==> config.mk <==
export PLATFORM = sky130hd
export DESIGN_NAME = newton_bisection_root_step_flat
export DESIGN_NICKNAME = d
export VERILOG_FILES = /design/src/hdl/nbrs_pkg.sv /design/src/hdl/nbrs_if.sv /design/src/hdl/nbrs_div.sv /design/src/hdl/nbrs_ctrl.sv /design/src/hdl/nbrs_dp.sv /design/src/hdl/newton_bisection_root_step.sv /design/src/flat_wrapper.sv
export VERILOG_INCLUDE_DIRS = /design/src /design/src/hdl
export SDC_FILE = /design/constraint.sdc
export NUM_CORES = 2
export LEC_CHECK = 0
export BUFFER_PORTS_ARGS = -buffer_cell sky130_fd_sc_hd__buf_2
export CAP_MARGIN = 0
export CORE_MARGIN = 2
export CORE_UTILIZATION = 56
export DETAILED_ROUTE_END_ITERATION = 8
export HOLD_SLACK_MARGIN = 0.15
export PLACE_DENSITY = 0.82
export SYNTH_ARGS = -nofsm -noshare
export SYNTH_HDL_FRONTEND = slang
export SYNTH_SLANG_ARGS = --single-unit
==> constraint.sdc <==
create_clock -name clk_i -period 9.5 [get_ports clk_i]
set_input_delay 1.9 -clock clk_i [delete_from_list [all_inputs] [get_ports clk_i]]
set_output_delay 1.9 -clock clk_i [all_outputs]
set_load 0.02 [all_outputs]
==> src/hdl/assert_macros.svh <==
// Assertion macros shared by the root-step RTL
`ifndef ASSERT_MACROS_SVH
`define ASSERT_MACROS_SVH

// Plain property under reset
`define NBRS_ASSERT(lbl, clk, rstn, prop, msg) \
  lbl: assert property (@(posedge clk) disable iff (!rstn) (prop)) else $error(msg);

// Same-cycle implication under reset
`define NBRS_ASSERT_IMP(lbl, clk, rstn, ante, cons, msg) \
  lbl: assert property (@(posedge clk) disable iff (!rstn) (ante) |-> (cons)) else $error(msg);

// Next-cycle implication under reset
`define NBRS_ASSERT_NXT(lbl, clk, rstn, ante, cons, msg) \
  lbl: assert property (@(posedge clk) disable iff (!rstn) (ante) |=> (cons)) else $error(msg);

`endif

==> src/hdl/nbrs_pkg.sv <==
// Types, codes and helpers of the safeguarded Newton root-step block
package nbrs_pkg;

  localparam logic CMD_START = 1'b0;
  localparam logic CMD_EVAL  = 1'b1;

  typedef enum logic [1:0] {
    PH_IDLE   = 2'd0,
    PH_WAIT_A = 2'd1,
    PH_WAIT_B = 2'd2,
    PH_ITER   = 2'd3
  } phase_e;

  typedef enum logic [2:0] {
    ST_IDLE = 3'd0,
    ST_MUL  = 3'd1,
    ST_CMP  = 3'd2,
    ST_DIV  = 3'd3,
    ST_NEWT = 3'd4,
    ST_BIS  = 3'd5,
    ST_FIN  = 3'd6,
    ST_PUSH = 3'd7
  } state_e;

  typedef enum logic [2:0] {
    OP_NONE   = 3'd0,
    OP_ACCEPT = 3'd1,
    OP_MUL    = 3'd2,
    OP_DIVGO  = 3'd3,
    OP_NEWT   = 3'd4,
    OP_BIS    = 3'd5,
    OP_FIN    = 3'd6,
    OP_PUSH   = 3'd7
  } op_e;

  typedef enum logic [1:0] {
    AK_NONE   = 2'd0,
    AK_RESULT = 2'd1,
    AK_ITER   = 2'd2
  } kind_e;

  typedef enum logic [2:0] {
    RS_PROBE  = 3'd0,
    RS_ROOT   = 3'd1,
    RS_LIMIT  = 3'd2,
    RS_NOBRKT = 3'd3,
    RS_NONFIN = 3'd4
  } res_e;

  typedef enum logic [2:0] {
    CFG_BRACKET_A   = 3'd0,
    CFG_BRACKET_B   = 3'd1,
    CFG_START_GUESS = 3'd2,
    CFG_MAX_ITERS   = 3'd3,
    CFG_ACCURACY    = 3'd4
  } cfg_idx_e;

  typedef struct packed {
    logic signed [31:0] bracket_a;
    logic signed [31:0] bracket_b;
    logic signed [31:0] start_guess;
    logic [15:0]        max_iters;
    logic [30:0]        accuracy;
  } cfg_t;

  typedef struct packed {
    logic               cmd;
    logic signed [31:0] fval;
    logic signed [31:0] dfval;
    logic               fval_ok;
    logic               dfval_ok;
  } in_t;

  typedef struct packed {
    op_e    op;
    phase_e phase;
  } cmd_t;

  typedef struct packed {
    kind_e  acc_kind;
    phase_e acc_phase;
    logic   newton_ok;
    logic   div_done;
    logic   newt_fail;
    logic   bis_stall;
    logic   fin_stop;
  } sts_t;

  function automatic logic [31:0] mag32(input logic signed [31:0] v);
    mag32 = v[31] ? 32'(-v) : 32'(v);
  endfunction

endpackage

==> src/hdl/nbrs_if.sv <==
// Valid/ready channel interfaces for evaluation items and results
interface nbrs_in_if;
  logic               valid;
  logic               ready;
  logic               cmd;
  logic signed [31:0] fval;
  logic signed [31:0] dfval;
  logic               fval_ok;
  logic               dfval_ok;

  modport source (output valid, cmd, fval, dfval, fval_ok, dfval_ok, input ready);
  modport sink   (input valid, cmd, fval, dfval, fval_ok, dfval_ok, output ready);
endinterface

interface nbrs_out_if;
  logic               valid;
  logic               ready;
  logic signed [31:0] probe_x;
  logic [2:0]         status;
  logic [16:0]        iterations;

  modport source (output valid, probe_x, status, iterations, input ready);
  modport sink   (input valid, probe_x, status, iterations, output ready);
endinterface

==> src/hdl/nbrs_div.sv <==
// Iterative restoring divider for the Newton quotient, one quotient bit a cycle
`include "assert_macros.svh"
module nbrs_div import nbrs_pkg::*; (
  input  logic        clk_i,
  input  logic        rst_ni,
  input  logic        start_i,
  input  logic [63:0] dividend_i,
  input  logic [31:0] divisor_i,
  output logic        done_o,
  output logic [32:0] quot_o,
  output logic        ovf_o
);

  localparam int QBITS = 33;

  logic [63:0] rem_q, rem_d;
  logic [63:0] den_q, den_d;
  logic [32:0] quo_q, quo_d;
  logic [5:0]  cnt_q, cnt_d;
  logic        busy_q, busy_d;
  logic        ovf_q, ovf_d;

  assign done_o = busy_q && (cnt_q == '0);
  assign quot_o = quo_q;
  assign ovf_o  = ovf_q;

  always_comb begin
    rem_d  = rem_q;
    den_d  = den_q;
    quo_d  = quo_q;
    cnt_d  = cnt_q;
    busy_d = busy_q;
    ovf_d  = ovf_q;
    if (start_i) begin
      rem_d  = dividend_i;
      den_d  = {divisor_i, 32'd0};
      quo_d  = '0;
      cnt_d  = 6'(QBITS);
      busy_d = 1'b1;
      // quotient needs more than 33 bits: saturates anyway
      ovf_d  = {1'b0, dividend_i} >= {divisor_i, 33'd0};
    end else if (busy_q) begin
      if (cnt_q == '0) begin
        busy_d = 1'b0;
      end else begin
        if (rem_q >= den_q) begin
          rem_d = rem_q - den_q;
          quo_d = {quo_q[31:0], 1'b1};
        end else begin
          quo_d = {quo_q[31:0], 1'b0};
        end
        den_d = den_q >> 1;
        cnt_d = cnt_q - 6'd1;
      end
    end
  end

  always_ff @(posedge clk_i or negedge rst_ni) begin
    if (!rst_ni) begin
      busy_q <= 1'b0;
      cnt_q  <= '0;
      rem_q  <= '0;
      den_q  <= '0;
      quo_q  <= '0;
      ovf_q  <= 1'b0;
    end else begin
      busy_q <= busy_d;
      cnt_q  <= cnt_d;
      rem_q  <= rem_d;
      den_q  <= den_d;
      quo_q  <= quo_d;
      ovf_q  <= ovf_d;
    end
  end

  `NBRS_ASSERT_IMP(a_div_no_restart, clk_i, rst_ni, start_i, !busy_q, "divider restarted while busy")
  `NBRS_ASSERT_NXT(a_div_stays_busy, clk_i, rst_ni, busy_q && (cnt_q != '0), busy_q && !done_o || busy_q && (cnt_q == '0), "divider dropped out early")
  `NBRS_ASSERT_NXT(a_div_done_once, clk_i, rst_ni, done_o && !start_i, !busy_q, "divider done held")

endmodule

==> src/hdl/nbrs_ctrl.sv <==
// Sequencer: solve phase, per-item step sequence and output handshake
`include "assert_macros.svh"
module nbrs_ctrl import nbrs_pkg::*; (
  input  logic clk_i,
  input  logic rst_ni,
  input  logic in_valid_i,
  input  logic out_ready_i,
  input  sts_t sts_i,
  output logic in_ready_o,
  output logic out_valid_o,
  output cmd_t cmd_o
);

  state_e st_q, st_d;
  phase_e phase_q, phase_d;
  logic   out_valid_q, out_valid_d;
  logic   out_free;

  assign out_free    = !out_valid_q || out_ready_i;
  assign in_ready_o  = (st_q == ST_IDLE);
  assign out_valid_o = out_valid_q;

  always_ff @(posedge clk_i or negedge rst_ni) begin
    if (!rst_ni) begin
      st_q        <= ST_IDLE;
      phase_q     <= PH_IDLE;
      out_valid_q <= 1'b0;
    end else begin
      st_q        <= st_d;
      phase_q     <= phase_d;
      out_valid_q <= out_valid_d;
    end
  end

  always_comb begin
    st_d         = st_q;
    phase_d      = phase_q;
    out_valid_d  = out_valid_q && !out_ready_i;
    cmd_o.op     = OP_NONE;
    cmd_o.phase  = phase_q;
    unique case (st_q)
      ST_IDLE: begin
        if (in_valid_i) begin
          cmd_o.op = OP_ACCEPT;
          phase_d  = sts_i.acc_phase;
          case (sts_i.acc_kind)
            AK_RESULT: st_d = ST_PUSH;
            AK_ITER:   st_d = ST_MUL;
            default:   st_d = ST_IDLE;
          endcase
        end
      end
      ST_MUL: begin
        cmd_o.op = OP_MUL;
        st_d     = ST_CMP;
      end
      ST_CMP: begin
        if (sts_i.newton_ok) begin
          cmd_o.op = OP_DIVGO;
          st_d     = ST_DIV;
        end else begin
          st_d = ST_BIS;
        end
      end
      ST_DIV: begin
        if (sts_i.div_done) st_d = ST_NEWT;
      end
      ST_NEWT: begin
        cmd_o.op = OP_NEWT;
        st_d     = sts_i.newt_fail ? ST_BIS : ST_FIN;
      end
      ST_BIS: begin
        cmd_o.op = OP_BIS;
        if (sts_i.bis_stall) begin
          phase_d = PH_IDLE;
          st_d    = ST_PUSH;
        end else begin
          st_d = ST_FIN;
        end
      end
      ST_FIN: begin
        cmd_o.op = OP_FIN;
        phase_d  = sts_i.fin_stop ? PH_IDLE : PH_ITER;
        st_d     = ST_PUSH;
      end
      ST_PUSH: begin
        // hold the result until the output register frees up
        if (out_free) begin
          cmd_o.op    = OP_PUSH;
          out_valid_d = 1'b1;
          st_d        = ST_IDLE;
        end
      end
      default: st_d = ST_IDLE;
    endcase
  end

  `NBRS_ASSERT_IMP(a_newt_after_div, clk_i, rst_ni, st_q == ST_NEWT, $past(st_q) == ST_DIV, "step without divide")
  `NBRS_ASSERT_IMP(a_mul_in_iter, clk_i, rst_ni, st_q == ST_MUL, phase_q == PH_ITER, "iteration step outside iterate phase")
  `NBRS_ASSERT_NXT(a_push_shows, clk_i, rst_ni, st_q == ST_PUSH && out_free, out_valid_q && st_q == ST_IDLE, "pushed result not shown")

endmodule

==> src/hdl/nbrs_dp.sv <==
// Datapath: bracket, step and result registers, multiply, compare and divide
module nbrs_dp import nbrs_pkg::*; #(
  parameter int FRAC_BITS = 16
) (
  input  logic               clk_i,
  input  logic               rst_ni,
  input  cfg_t               cfg_i,
  input  in_t                in_i,
  input  cmd_t               cmd_i,
  output sts_t               sts_o,
  output logic signed [31:0] out_x_o,
  output logic [2:0]         out_st_o,
  output logic [16:0]        out_it_o
);

  localparam logic signed [31:0] I32MAX = 32'sh7FFFFFFF;
  localparam logic signed [31:0] I32MIN = 32'sh80000000;

  logic signed [31:0] low_q, low_d, high_q, high_d, x_q, x_d;
  logic signed [31:0] step_q, step_d, prev_q, prev_d, fa_q, fa_d;
  logic signed [31:0] f_q, f_d, df_q, df_d;
  logic               dfok_q, dfok_d;
  logic [16:0]        it_q, it_d;
  logic [63:0]        prod_q, prod_d;
  logic signed [31:0] res_x_q, res_x_d;
  res_e               res_st_q, res_st_d;
  logic [16:0]        res_it_q, res_it_d;
  logic signed [31:0] ox_q, ox_d;
  logic [2:0]         ost_q, ost_d;
  logic [16:0]        oit_q, oit_d;

  logic signed [31:0] a, b, g;
  logic signed [32:0] sum_ab, mid, dab, nx, diff, half;
  logic [32:0]        mag_ab;
  logic [31:0]        mag_f, mag_df, mag_p, mag_step;
  logic [63:0]        lhs;
  logic               neg;
  logic signed [31:0] dx;
  logic [16:0]        jn;
  logic               div_done;
  logic [32:0]        quot;
  logic               ovf;
  logic               newt_fail;
  kind_e              acc_kind;
  phase_e             acc_phase;

  assign a = cfg_i.bracket_a;
  assign b = cfg_i.bracket_b;
  assign g = cfg_i.start_guess;

  assign mag_f    = mag32(f_q);
  assign mag_df   = mag32(df_q);
  assign mag_p    = mag32(prev_q);
  assign mag_step = mag32(step_q);
  assign lhs      = 64'(mag_f) << (FRAC_BITS + 1);

  nbrs_div u_div (
    .clk_i      (clk_i),
    .rst_ni     (rst_ni),
    .start_i    (cmd_i.op == OP_DIVGO),
    .dividend_i (64'(mag_f) << FRAC_BITS),
    .divisor_i  (mag_df),
    .done_o     (div_done),
    .quot_o     (quot),
    .ovf_o      (ovf)
  );

  always_comb begin
    sum_ab = 33'(a) + 33'(b);
    mid    = $signed(sum_ab + 33'(sum_ab[32])) >>> 1;
    dab    = 33'(b) - 33'(a);
    mag_ab = dab[32] ? 33'(-dab) : 33'(dab);
    neg    = f_q[31] ^ df_q[31];
    if (neg) dx = (ovf || quot > 33'h080000000) ? I32MIN : 32'(-quot[31:0]);
    else     dx = (ovf || quot > 33'h07FFFFFFF) ? I32MAX : $signed(quot[31:0]);
    nx     = 33'(x_q) - 33'(dx);
    diff   = 33'(high_q) - 33'(low_q);
    half   = $signed(diff + 33'(diff[32])) >>> 1;
    jn     = it_q + 17'd1;
  end

  assign newt_fail = (nx > 33'(high_q) && nx > 33'(low_q))
                  || (nx < 33'(high_q) && nx < 33'(low_q))
                  || (dx == '0);

  assign sts_o.acc_kind  = acc_kind;
  assign sts_o.acc_phase = acc_phase;
  assign sts_o.newton_ok = dfok_q && !(lhs > prod_q);
  assign sts_o.div_done  = div_done;
  assign sts_o.newt_fail = newt_fail;
  assign sts_o.bis_stall = (half == '0);
  assign sts_o.fin_stop  = (mag_step < {1'b0, cfg_i.accuracy}) || (jn > {1'b0, cfg_i.max_iters});

  always_comb begin
    low_d = low_q;  high_d = high_q; x_d = x_q;
    step_d = step_q; prev_d = prev_q; fa_d = fa_q;
    f_d = f_q; df_d = df_q; dfok_d = dfok_q; it_d = it_q;
    prod_d = prod_q;
    res_x_d = res_x_q; res_st_d = res_st_q; res_it_d = res_it_q;
    ox_d = ox_q; ost_d = ost_q; oit_d = oit_q;
    acc_kind  = AK_NONE;
    acc_phase = cmd_i.phase;

    case (cmd_i.op)
      OP_ACCEPT: begin
        f_d    = in_i.fval;
        df_d   = in_i.dfval;
        dfok_d = in_i.dfval_ok;
        acc_kind = AK_RESULT;
        res_it_d = '0;
        if (in_i.cmd == CMD_START) begin
          x_d  = ((a <= g && g <= b) || (b <= g && g <= a)) ? g : mid[31:0];
          it_d = '0;
          res_x_d = a; res_st_d = RS_PROBE;
          acc_phase = PH_WAIT_A;
        end else begin
          acc_phase = PH_IDLE;
          unique case (cmd_i.phase)
            PH_IDLE: acc_kind = AK_NONE;
            PH_WAIT_A: begin
              if (!in_i.fval_ok) begin
                res_x_d = '0; res_st_d = RS_NOBRKT;
              end else begin
                fa_d = in_i.fval;
                res_x_d = b; res_st_d = RS_PROBE;
                acc_phase = PH_WAIT_B;
              end
            end
            PH_WAIT_B: begin
              if (!in_i.fval_ok
                  || !((fa_q <= 0 && in_i.fval >= 0) || (fa_q >= 0 && in_i.fval <= 0))) begin
                res_x_d = '0; res_st_d = RS_NOBRKT;
              end else if (fa_q == 0) begin
                res_x_d = a; res_st_d = RS_ROOT;
              end else if (in_i.fval == 0) begin
                res_x_d = b; res_st_d = RS_ROOT;
              end else begin
                if (fa_q < 0) begin
                  low_d = a; high_d = b;
                end else begin
                  low_d = b; high_d = a;
                end
                prev_d = (mag_ab > 33'h07FFFFFFF) ? I32MAX : $signed(mag_ab[31:0]);
                step_d = prev_d;
                res_x_d = x_q;
                if (cfg_i.max_iters == '0) begin
                  res_st_d = RS_LIMIT; res_it_d = 17'd1;
                end else begin
                  it_d = 17'd1;
                  res_st_d = RS_PROBE;
                  acc_phase = PH_ITER;
                end
              end
            end
            PH_ITER: begin
              res_x_d  = x_q;
              res_it_d = it_q;
              if (!in_i.fval_ok) begin
                res_st_d = RS_NONFIN;
              end else if (in_i.fval == 0) begin
                res_st_d = RS_ROOT;
              end else begin
                if (in_i.fval < 0) low_d = x_q;
                else               high_d = x_q;
                acc_kind  = AK_ITER;
                acc_phase = PH_ITER;
              end
            end
            default: acc_kind = AK_NONE;
          endcase
        end
      end
      OP_MUL: prod_d = mag_p * mag_df;
      OP_NEWT: begin
        if (!newt_fail) begin
          prev_d = step_q;
          step_d = dx;
          x_d    = nx[31:0];
        end
      end
      OP_BIS: begin
        prev_d = step_q;
        step_d = half[31:0];
        x_d    = low_q + half[31:0];
        // result for when bisection no longer moves the point; OP_FIN overwrites it otherwise
        res_x_d = x_d; res_st_d = RS_ROOT; res_it_d = it_q;
      end
      OP_FIN: begin
        res_x_d = x_q;
        if (mag_step < {1'b0, cfg_i.accuracy}) begin
          res_st_d = RS_ROOT; res_it_d = it_q;
        end else if (jn > {1'b0, cfg_i.max_iters}) begin
          res_st_d = RS_LIMIT; res_it_d = jn;
        end else begin
          it_d = jn;
          res_st_d = RS_PROBE; res_it_d = '0;
        end
      end
      OP_PUSH: begin
        ox_d = res_x_q; ost_d = res_st_q; oit_d = res_it_q;
      end
      default: ;
    endcase
  end

  always_ff @(posedge clk_i or negedge rst_ni) begin
    if (!rst_ni) begin
      low_q <= '0; high_q <= '0; x_q <= '0; step_q <= '0; prev_q <= '0;
      fa_q <= '0; it_q <= '0;
    end else begin
      low_q <= low_d; high_q <= high_d; x_q <= x_d; step_q <= step_d;
      prev_q <= prev_d; fa_q <= fa_d; it_q <= it_d;
    end
  end

  always_ff @(posedge clk_i) begin
    f_q <= f_d; df_q <= df_d; dfok_q <= dfok_d; prod_q <= prod_d;
    res_x_q <= res_x_d; res_st_q <= res_st_d; res_it_q <= res_it_d;
    ox_q <= ox_d; ost_q <= ost_d; oit_q <= oit_d;
  end

  assign out_x_o  = ox_q;
  assign out_st_o = ost_q;
  assign out_it_o = oit_q;

endmodule

==> src/hdl/newton_bisection_root_step.sv <==
// Top level: safeguarded Newton/bisection root-step sequencer with APB config
//
//  channel | dir | handshake     | payload
//  in_i    | in  | valid/ready   | cmd, fval, dfval, fval_ok, dfval_ok
//  out_o   | out | valid/ready   | probe_x, status, iterations
//  apb     | in  | psel/penable  | paddr, pwdata, prdata (32 bit)
//
// A start item or a bracket-end answer goes straight to a result. An iteration item
// runs multiply and compare, then the restoring divider and a Newton step when one is
// tried, a bisection step when it is not or fails, and a finish step (not after a stall).
// One item is in work at a time; a waiting result does not block the next transfer in.
// Reset is asynchronous and needs no clearing pass.
module newton_bisection_root_step import nbrs_pkg::*; #(
  parameter int FRAC_BITS = 16
) (
  input  logic        clk_i,
  input  logic        rst_ni,
  nbrs_in_if.sink     in_i,
  nbrs_out_if.source  out_o,
  input  logic        psel,
  input  logic        penable,
  input  logic        pwrite,
  input  logic [4:0]  paddr,
  input  logic [31:0] pwdata,
  output logic [31:0] prdata,
  output logic        pready
);

  cfg_t     cfg_q;
  cfg_idx_e widx;
  in_t      in_pl;
  cmd_t     cmd;
  sts_t     sts;
  logic signed [31:0] out_x;
  logic [2:0]         out_st;
  logic [16:0]        out_it;

  assign pready = 1'b1;
  assign widx   = cfg_idx_e'(paddr[4:2]);

  always_ff @(posedge clk_i or negedge rst_ni) begin
    if (!rst_ni) begin
      cfg_q.bracket_a   <= '0;
      cfg_q.bracket_b   <= 32'sd1 <<< FRAC_BITS;
      cfg_q.start_guess <= '0;
      cfg_q.max_iters   <= 16'd100;
      cfg_q.accuracy    <= 31'd16;
    end else if (psel && penable && pwrite) begin
      unique case (widx)
        CFG_BRACKET_A:   cfg_q.bracket_a   <= pwdata;
        CFG_BRACKET_B:   cfg_q.bracket_b   <= pwdata;
        CFG_START_GUESS: cfg_q.start_guess <= pwdata;
        CFG_MAX_ITERS:   cfg_q.max_iters   <= pwdata[15:0];
        CFG_ACCURACY:    cfg_q.accuracy    <= pwdata[30:0];
        default: ;
      endcase
    end
  end

  always_comb begin
    unique case (widx)
      CFG_BRACKET_A:   prdata = cfg_q.bracket_a;
      CFG_BRACKET_B:   prdata = cfg_q.bracket_b;
      CFG_START_GUESS: prdata = cfg_q.start_guess;
      CFG_MAX_ITERS:   prdata = {16'd0, cfg_q.max_iters};
      CFG_ACCURACY:    prdata = {1'b0, cfg_q.accuracy};
      default:         prdata = '0;
    endcase
  end

  assign in_pl.cmd      = in_i.cmd;
  assign in_pl.fval     = in_i.fval;
  assign in_pl.dfval    = in_i.dfval;
  assign in_pl.fval_ok  = in_i.fval_ok;
  assign in_pl.dfval_ok = in_i.dfval_ok;

  nbrs_ctrl u_ctrl (
    .clk_i       (clk_i),
    .rst_ni      (rst_ni),
    .in_valid_i  (in_i.valid),
    .out_ready_i (out_o.ready),
    .sts_i       (sts),
    .in_ready_o  (in_i.ready),
    .out_valid_o (out_o.valid),
    .cmd_o       (cmd)
  );

  nbrs_dp #(.FRAC_BITS(FRAC_BITS)) u_dp (
    .clk_i    (clk_i),
    .rst_ni   (rst_ni),
    .cfg_i    (cfg_q),
    .in_i     (in_pl),
    .cmd_i    (cmd),
    .sts_o    (sts),
    .out_x_o  (out_x),
    .out_st_o (out_st),
    .out_it_o (out_it)
  );

  assign out_o.probe_x    = out_x;
  assign out_o.status     = out_st;
  assign out_o.iterations = out_it;

endmodule
==> src/flat_wrapper.sv <==
// flat-port wrapper written by rule: the top's interface ports become plain ports
module newton_bisection_root_step_flat import nbrs_pkg::*;
#(
  parameter int FRAC_BITS = 16
)
  (clk_i, rst_ni, psel, penable, pwrite, paddr, pwdata, prdata, pready, in_i_valid, in_i_cmd, in_i_fval, in_i_dfval, in_i_fval_ok, in_i_dfval_ok, in_i_ready, out_o_valid, out_o_probe_x, out_o_status, out_o_iterations, out_o_ready);
  nbrs_in_if in_i_i ();
  nbrs_out_if out_o_i ();
  input  logic clk_i;
  input  logic rst_ni;
  input  logic psel;
  input  logic penable;
  input  logic pwrite;
  input  logic [4:0] paddr;
  input  logic [31:0] pwdata;
  output logic [31:0] prdata;
  output logic pready;
  input wire logic [$bits(in_i_i.valid)-1:0] in_i_valid;
  input wire logic [$bits(in_i_i.cmd)-1:0] in_i_cmd;
  input wire logic [$bits(in_i_i.fval)-1:0] in_i_fval;
  input wire logic [$bits(in_i_i.dfval)-1:0] in_i_dfval;
  input wire logic [$bits(in_i_i.fval_ok)-1:0] in_i_fval_ok;
  input wire logic [$bits(in_i_i.dfval_ok)-1:0] in_i_dfval_ok;
  output wire logic [$bits(in_i_i.ready)-1:0] in_i_ready;
  output wire logic [$bits(out_o_i.valid)-1:0] out_o_valid;
  output wire logic [$bits(out_o_i.probe_x)-1:0] out_o_probe_x;
  output wire logic [$bits(out_o_i.status)-1:0] out_o_status;
  output wire logic [$bits(out_o_i.iterations)-1:0] out_o_iterations;
  input wire logic [$bits(out_o_i.ready)-1:0] out_o_ready;
  assign in_i_i.valid = in_i_valid;
  assign in_i_i.cmd = in_i_cmd;
  assign in_i_i.fval = in_i_fval;
  assign in_i_i.dfval = in_i_dfval;
  assign in_i_i.fval_ok = in_i_fval_ok;
  assign in_i_i.dfval_ok = in_i_dfval_ok;
  assign in_i_ready = in_i_i.ready;
  assign out_o_valid = out_o_i.valid;
  assign out_o_probe_x = out_o_i.probe_x;
  assign out_o_status = out_o_i.status;
  assign out_o_iterations = out_o_i.iterations;
  assign out_o_i.ready = out_o_ready;
  newton_bisection_root_step #(.FRAC_BITS(FRAC_BITS)) u_core (.clk_i(clk_i), .rst_ni(rst_ni), .in_i(in_i_i), .out_o(out_o_i), .psel(psel), .penable(penable), .pwrite(pwrite), .paddr(paddr), .pwdata(pwdata), .prdata(prdata), .pready(pready));
endmodule
# ---- Word-level counts from Yosys, hierarchy flattened
# Cells that the tools add are included.
dict set report classes {
  n_addsub 16
  n_mul 1
  order_cmp 22
  eq_ne 52
  muxes 126
  bitwise_logic 1
  reduce_logical 58
}
# op count
set op_table {}
lappend op_table {{32-bit 2-to-1 mux} 37}
lappend op_table {{32-bit case mux with 3 select lines} 5}
lappend op_table {{64-bit 2-to-1 mux} 7}
lappend op_table {{17-bit 2-to-1 mux} 11}
lappend op_table {{32-bit negation} 5}
lappend op_table {{32-bit case mux with 5 select lines} 1}
lappend op_table {{33-bit 2-to-1 mux} 4}
lappend op_table {{32-bit <= comparator} 4}
lappend op_table {{32-bit case mux with 2 select lines} 2}
lappend op_table {{32-bit by 32-bit subtractor with 33-bit output} 3}
lappend op_table {{32-bit logical NOT} 3}
lappend op_table {{17-bit case mux with 2 select lines} 2}
lappend op_table {{33-bit by 1-bit adder with 33-bit output} 2}
lappend op_table {{33-bit by 31-bit > comparator with 1-bit output, second input constant} 2}
lappend op_table {{33-bit by 32-bit > comparator with 1-bit output} 2}
lappend op_table {{33-bit by 32-bit < comparator with 1-bit output} 2}
lappend op_table {{48-bit by 65-bit greater-or-equal comparator with 1-bit output} 1}
lappend op_table {{32-bit by 1-bit greater-or-equal comparator with 1-bit output, second input constant} 2}
lappend op_table {{64-bit greater-or-equal comparator} 1}
lappend op_table {{49-bit by 64-bit > comparator with 1-bit output} 1}
lappend op_table {{32-bit by 1-bit <= comparator with 1-bit output, second input constant} 2}
lappend op_table {{32-bit by 1-bit < comparator with 1-bit output, second input constant} 2}
lappend op_table {{32-bit by 32-bit multiplier with 64-bit output} 1}
lappend op_table {{64-bit subtractor} 1}
lappend op_table {{47 further kinds} 173}
dict set report totals {
  ff_bits 760
  output_inout_bits 87
  wordCells 307
}

# ---- Longest topological paths before layout
dict set report logic_depth {
  depth_word 13
  mapped_depth 38
  depth_no_buf 37
}

# ---- Cells and area by module
# A second synthesis with hierarchy kept.
dict set report hier_totals {
  cells_unflattened 10685
  hier_area_um2 92555.0
}
# module instances cells_per_inst area_per_inst_um2 seq_area_each_um2
set by_module_without_submodules {}
lappend by_module_without_submodules {nbrs_dp 1 8634 73421.7 12226.7}
lappend by_module_without_submodules {nbrs_div 1 1539 12131.6 4229.1}
lappend by_module_without_submodules {newton_bisection_root_step 1 452 6478.7 3584.7}
lappend by_module_without_submodules {nbrs_ctrl 1 60 523.0 150.1}

# ---- Worst setup path before layout
# No wires, ideal clock.
dict set report synth_timing {
  kind {flip-flop to flip-flop}
  start {register u_core.u_dp.prev_q[2]}
  end {register u_core.u_dp.prod_q[62] (data pin)}
  setup_time_ns 0.258
  arrival_ns 9.886
  required_ns 9.242
  setup_slack_ns -0.643
  path_stages_with_launch 39
  n_path_buf 2
  period_less_slack_ns 10.143
  cell_sequence {dfrtp_1 -> clkbuf_1 -> nor3_1 -> nand3_1 -> or4_1 -> nand2b_1 -> nand2b_1 -> or3_1 -> o41ai_1 -> xnor2_1 -> clkbuf_1 -> nand2_1 -> fa_1 -> inv_1 -> fa_1 -> fa_1 -> inv_1 -> fa_1 -> [... 3 more ...] -> fa_1 -> inv_1 -> fa_1 -> inv_1 -> ha_1 -> a21o_1 -> a21o_1 -> a21oi_1 -> o21ai_0 -> a31o_2 -> a21oi_1 -> nor2_1 -> a211o_1 -> a31o_2 -> a31oi_1 -> o211ai_1 -> a21oi_1 -> xnor2_1}
}
dict set report synth_via {
  elab_chain_len 3
}
# item line_no
set synth_rtl {}
lappend synth_rtl {{from (decl)} nbrs_dp.sv:20} ;# logic signed [31:0] step_q, step_d, prev_q, prev_d, fa_q, fa_d;
lappend synth_rtl {{from (signal assigned)} nbrs_dp.sv:208} ;# low_q <= '0; high_q <= '0; x_q <= '0; step_q <= '0; prev_q <= '0;
lappend synth_rtl {{from (signal assigned)} nbrs_dp.sv:212} ;# prev_q <= prev_d; fa_q <= fa_d; it_q <= it_d;
lappend synth_rtl {{32-bit negation} nbrs_pkg.sv:90} ;# mag32 = v[31] ? 32'(-v) : 32'(v);
lappend synth_rtl {{32-bit 2-to-1 mux (*)} nbrs_pkg.sv:90}
lappend synth_rtl {{32-bit by 32-bit multiplier with 64-bit output (*)} nbrs_dp.sv:173} ;# OP_MUL: prod_d = mag_p * mag_df;
lappend synth_rtl {{to (signal assigned)} nbrs_dp.sv:217} ;# f_q <= f_d; df_q <= df_d; dfok_q <= dfok_d; prod_q <= prod_d;
lappend synth_rtl {{to (decl)} nbrs_dp.sv:24} ;# logic [63:0] prod_q, prod_d;
# Every way passes the cells marked *; elsewhere a longest branch is shown, timed or not.
# A chain may end at the register's enable or synchronous reset.

# ---- Final worst setup path
dict set report layout_timing {
  start {register u_core.u_dp.prev_q[4]}
  end {register u_core.u_dp.prod_q[41] (data pin)}
}
# Same word-level chain as after synthesis.

==> PnR_summary.wiki <==
{| class="wikitable"
! Metric !! Value
|-
| Source-to-sink clock delay at the later pin of the worst-skew pair || 0.75 ns
|-
| Half-perimeter wire length of the detailed placement result || 263,000 um
|-
| Vias in the first global route || 85,000
|-
| Flop and latch count out of synthesis || 760
|-
| Vias after detailed routing || 84,400
|-
| Crit-path max cell delay || 0.55 ns
|-
| Floorplan die area || 165,000 um2
|-
| Crit. Startpoint || u_core.u_dp.prev_q[4]
|-
| Crit-path most repeated cell || fa_1
|-
| Highest achievable clock rate || 99.1 MHz
|-
| Count of warnings emitted by yosys || 0
|-
| Clock period minus final worst setup slack || 10.09 ns
|-
| Mean Syn Cell Area || 8.59 um2
|-
| Clock root buffer || clkbuf_16
|-
| Combined area of all synthesized cells || 90,700 um2
|-
| Sort of element at the start of the critical path || register
|-
| Global router's overall resource usage || 40.0%
|-
| Prevailing post-synth register cell || dfrtp_1
|-
| Number of max-cap violations || 0
|-
| Reg2Reg Launch Point || u_core.u_dp.prev_q[4]
|-
| Classification of the worst setup path || register to register
|-
| Post-DR wirelength/cell || 24.9 um
|-
| Remaining global-route overflow || 0
|-
| Result of the run || finished, violations left
|-
| Number of I/O pins || 198
|-
| Hold path startpoint || u_core.u_dp.res_x_q[27]
|-
| Fillcell total || 13,000
|-
| Clock-pin slew reported for the worst setup and hold paths after clock tree synthesis || 0.06 ns
|-
| Final number of hold-violating endpoints || 0
|-
| Setup-violating endpoint count in the final report || 23
|-
| Library cell occupying the most area in the post-synthesis netlist || fa_1
|-
| Clock tree from TritonCTS || yes
|-
| Area grow syn2layout || 15.4%
|-
| Count of input and output buffers || 194
|-
| Share of Yosys cell area claimed by the top area cell type || 19.9%
|-
| Final weighted congestion in routability-driven placement || 1.06
|-
| Floorplan Core Area || 161,000 um2
|-
| Depth of the worst hold-timing path || 0
|-
| Remaining antenna violation count after routing || 0
|-
| Net count of the finished layout || 12,900
|-
| HP Class || register to register
|-
| Final wirelength || 333,000 um
|-
| Critical-path top delay cell || fa_1
|-
| Worst R2R Setup Slack || -0.59 ns
|-
| Initial antenna violation count || 16
|-
| Number of buffers between clock root and the deepest sink || 3
|-
| Commonest non-fill, non-tap cell in the layout || nand2_1
|-
| Routed via count divided by cell count || 6.29
|-
| Yosys cell types || 115
|-
| Setup repair after global routing missed its margin || true
|-
| Number of rows in the core area || 147
|-
| Maximum number of pins on one net before global-route repair || 166
|-
| Post-synthesis net count || 12,300
|-
| Wire length of the first global-routing pass || 503,000 um
|-
| CP Max Fanout || 7
|-
| Post-route fraction of the period consumed by the critical path || 106%
|-
| Required time of the critical path || 9.97 ns
|-
| Share of the yosys chip area belonging to registers || 22.2%
|-
| Crit. End Element || register
|-
| Actual transition at the worst max-transition pin || 1.41 ns
|-
| Crit path DAT || 10.56 ns
|-
| Sink of the worst hold path || u_core.u_dp.out_x_o[27]
|-
| Final worst clock skew || 0.0424 ns
|-
| Count of H-tree levels built during CTS || 3
|-
| Post-synthesis instance total || 10,600
|-
| Max-slew violations || 0
|-
| Cell count of the worst reg-to-reg path || 37
|-
| Asr flop ratio synth || 69.3%
|-
| Failing checks || negative setup slack
|-
| Final setup margin || -0.588 ns
|-
| Pre-CTS setup slack || -0.886 ns
|-
| Number of synthesized flops with an enable pin || 233
|-
| First-pass detailed-route iteration total || 7
|-
| 1st-iter DRT viols || 9,622
|-
| Number of clock sinks || 760
|-
| Commonest cells after routing, fill and taps aside || 1,460 x nand2_1, 1,291 x inv_1, 871 x fa_1
|-
| CTS buffer count || 89
|-
| Die H || 407 um
|-
| DRC violation count after routing || 0
|-
| Starting density of the core || 56.5%
|-
| Chip Width || 407 um
|-
| Share of cells above drive strength 1 || 15.4%
|-
| Leading cell types by total area after synthesis || fa_1 20%, dfrtp_1 14%, ha_1 9.9%, edfxtp_1 7.7%, nand2_1 6.1%
|-
| Crit Reg-Reg Endpoint || u_core.u_dp.prod_q[41]
|-
| Worst max-slew margin expressed relative to the limit || 4.80%
|}
-- cells in the mapped netlist, types with 19 or more instances --
cell type  instances
nor2_1           864
xor2_1           170
o41ai_1           28
a22oi_1           63
a21oi_1          553
nand4_1          115
inv_1           1333
o21ai_0          483
and2_1            49
a31oi_1           55
clkbuf_1         490
mux2i_1           83
xnor2_1          331
o31ai_1          129
mux2_2           119
and3_1            55
a21o_1           226
a211o_1           21
o22ai_1           25
nand2b_1          79
or3_1             64
nor3_1           112
a2111oi_0         20
buf_1             30
nor4_1            90
a221oi_1          48
ha_1             720
fa_1             902
dfrtp_1          522
edfxtp_1         233
o21ai_1           42
nor2b_1          127
nand2_1         1482
a211oi_1         145
o21bai_1          40
and4_1            23
o21a_1            69
nor3b_1           19
nand3_1          124
or4_1             29
o211ai_1         103
o31a_1            24
or2_2             30
-- registers in the layout (all words and copies together), names as in the netlist, 33 cells and up --
signal / flops
u_core.u_dp.u_div.den_q: 64
u_core.u_dp.u_div.quot_o: 33
u_core.u_dp.prod_q: 64
u_core.cfg_q: 143
u_core.u_dp.u_div.rem_q: 64
-- timing repair --
action | 4_1_cts | 5_1_grt
cloned | 0 | 0
setup endpoints to repair | 30 | 39
gates resized for setup | 151 | 211
buffers inserted | 50 | 55
pin swaps | 185 | 212
hold buffers | 0 | 0
-- worst max-delay path: cells and delay by family, from the launching register on --
| kind | cells | cell delay, ns |
|---|---|---|
| simple gates | 8 | 2.01 |
| fa+ha+maj | 9 | 4.29 |
| buf+inv | 9 | 0.87 |
| xor+xnor | 2 | 0.31 |
| flops | 1 | 0.41 |
| compound gates | 9 | 1.95 |
-- cells by family after synthesis --
logic type	Yosys count	synth area share, %
XOR/XNOR	502	4.86
adder cells (fa/ha/maj)	1628	29.9
multiplexers	202	2.39
other	1	0.00413
AO/OA/AOI/OAI	2256	16.2
buffers and inverters	1879	7.80
AND/OR/NAND/NOR	3335	16.6
flip-flops	760	22.2
-- layout make-up --
class / instances / area, um2 / share of cell area (%)
diodes: 5 / 12.5 / 0.0120
repair buffers: 1051 / 8150 / 7.78
clock buffers: 117 / 2510 / 2.39
clock inverters: 49 / 632 / 0.604
flip-flops and latches: 760 / 20200 / 19.3
multi-input cells: 7924 / 65500 / 62.5
well taps: 2160 / 2700 / 2.58
inverters: 1340 / 5030 / 4.81
-- metal layers --
layer  GRT usage [%]  part of all wire (%)  up-vias  wire, um
li1                -                     -    36800         -
met1            48.8                    36    41200    120000
met2            62.9                    45     5072    150000
met3            8.87                    10     1328     33600
met4            28.6                   9.1       14     30200
met5               0                 0.028        -        95
-- metrics by stage --
step           utilization [%]  hold slack [ns]  area, um2  std cells  setup TNS (ns)
2_1_floorplan                -            0.400      91100      10600         -0.0112
3_3_place_gp              61.7            0.406      99300      13100          -14.36
3_5_place_dp              61.7            0.405      99300      13100          -18.03
5_1_grt                   65.1            0.423     105000      13400          -13.21
6_report                  65.1            0.418     105000      13400           -8.45
4_1_cts                   64.4            0.420     103000      13400           -4.33
-- worst max path at each step --
stage                     slack [ns]                      to  cells after the start
after floorplan               -0.008  u_core.u_dp.prod_q[62]                     33
final                          -0.59  u_core.u_dp.prod_q[41]                     37
after global placement         -0.77  u_core.u_dp.prod_q[60]                     33
after detailed placement       -0.89  u_core.u_dp.prod_q[60]                     32
after CTS                      -0.39  u_core.u_dp.prod_q[62]                     37
after global routing           -0.77  u_core.u_dp.prod_q[41]                     37
Power is not shown: default switching activity piles up to over one toggle a cycle in this logic, so the estimate is an artifact.
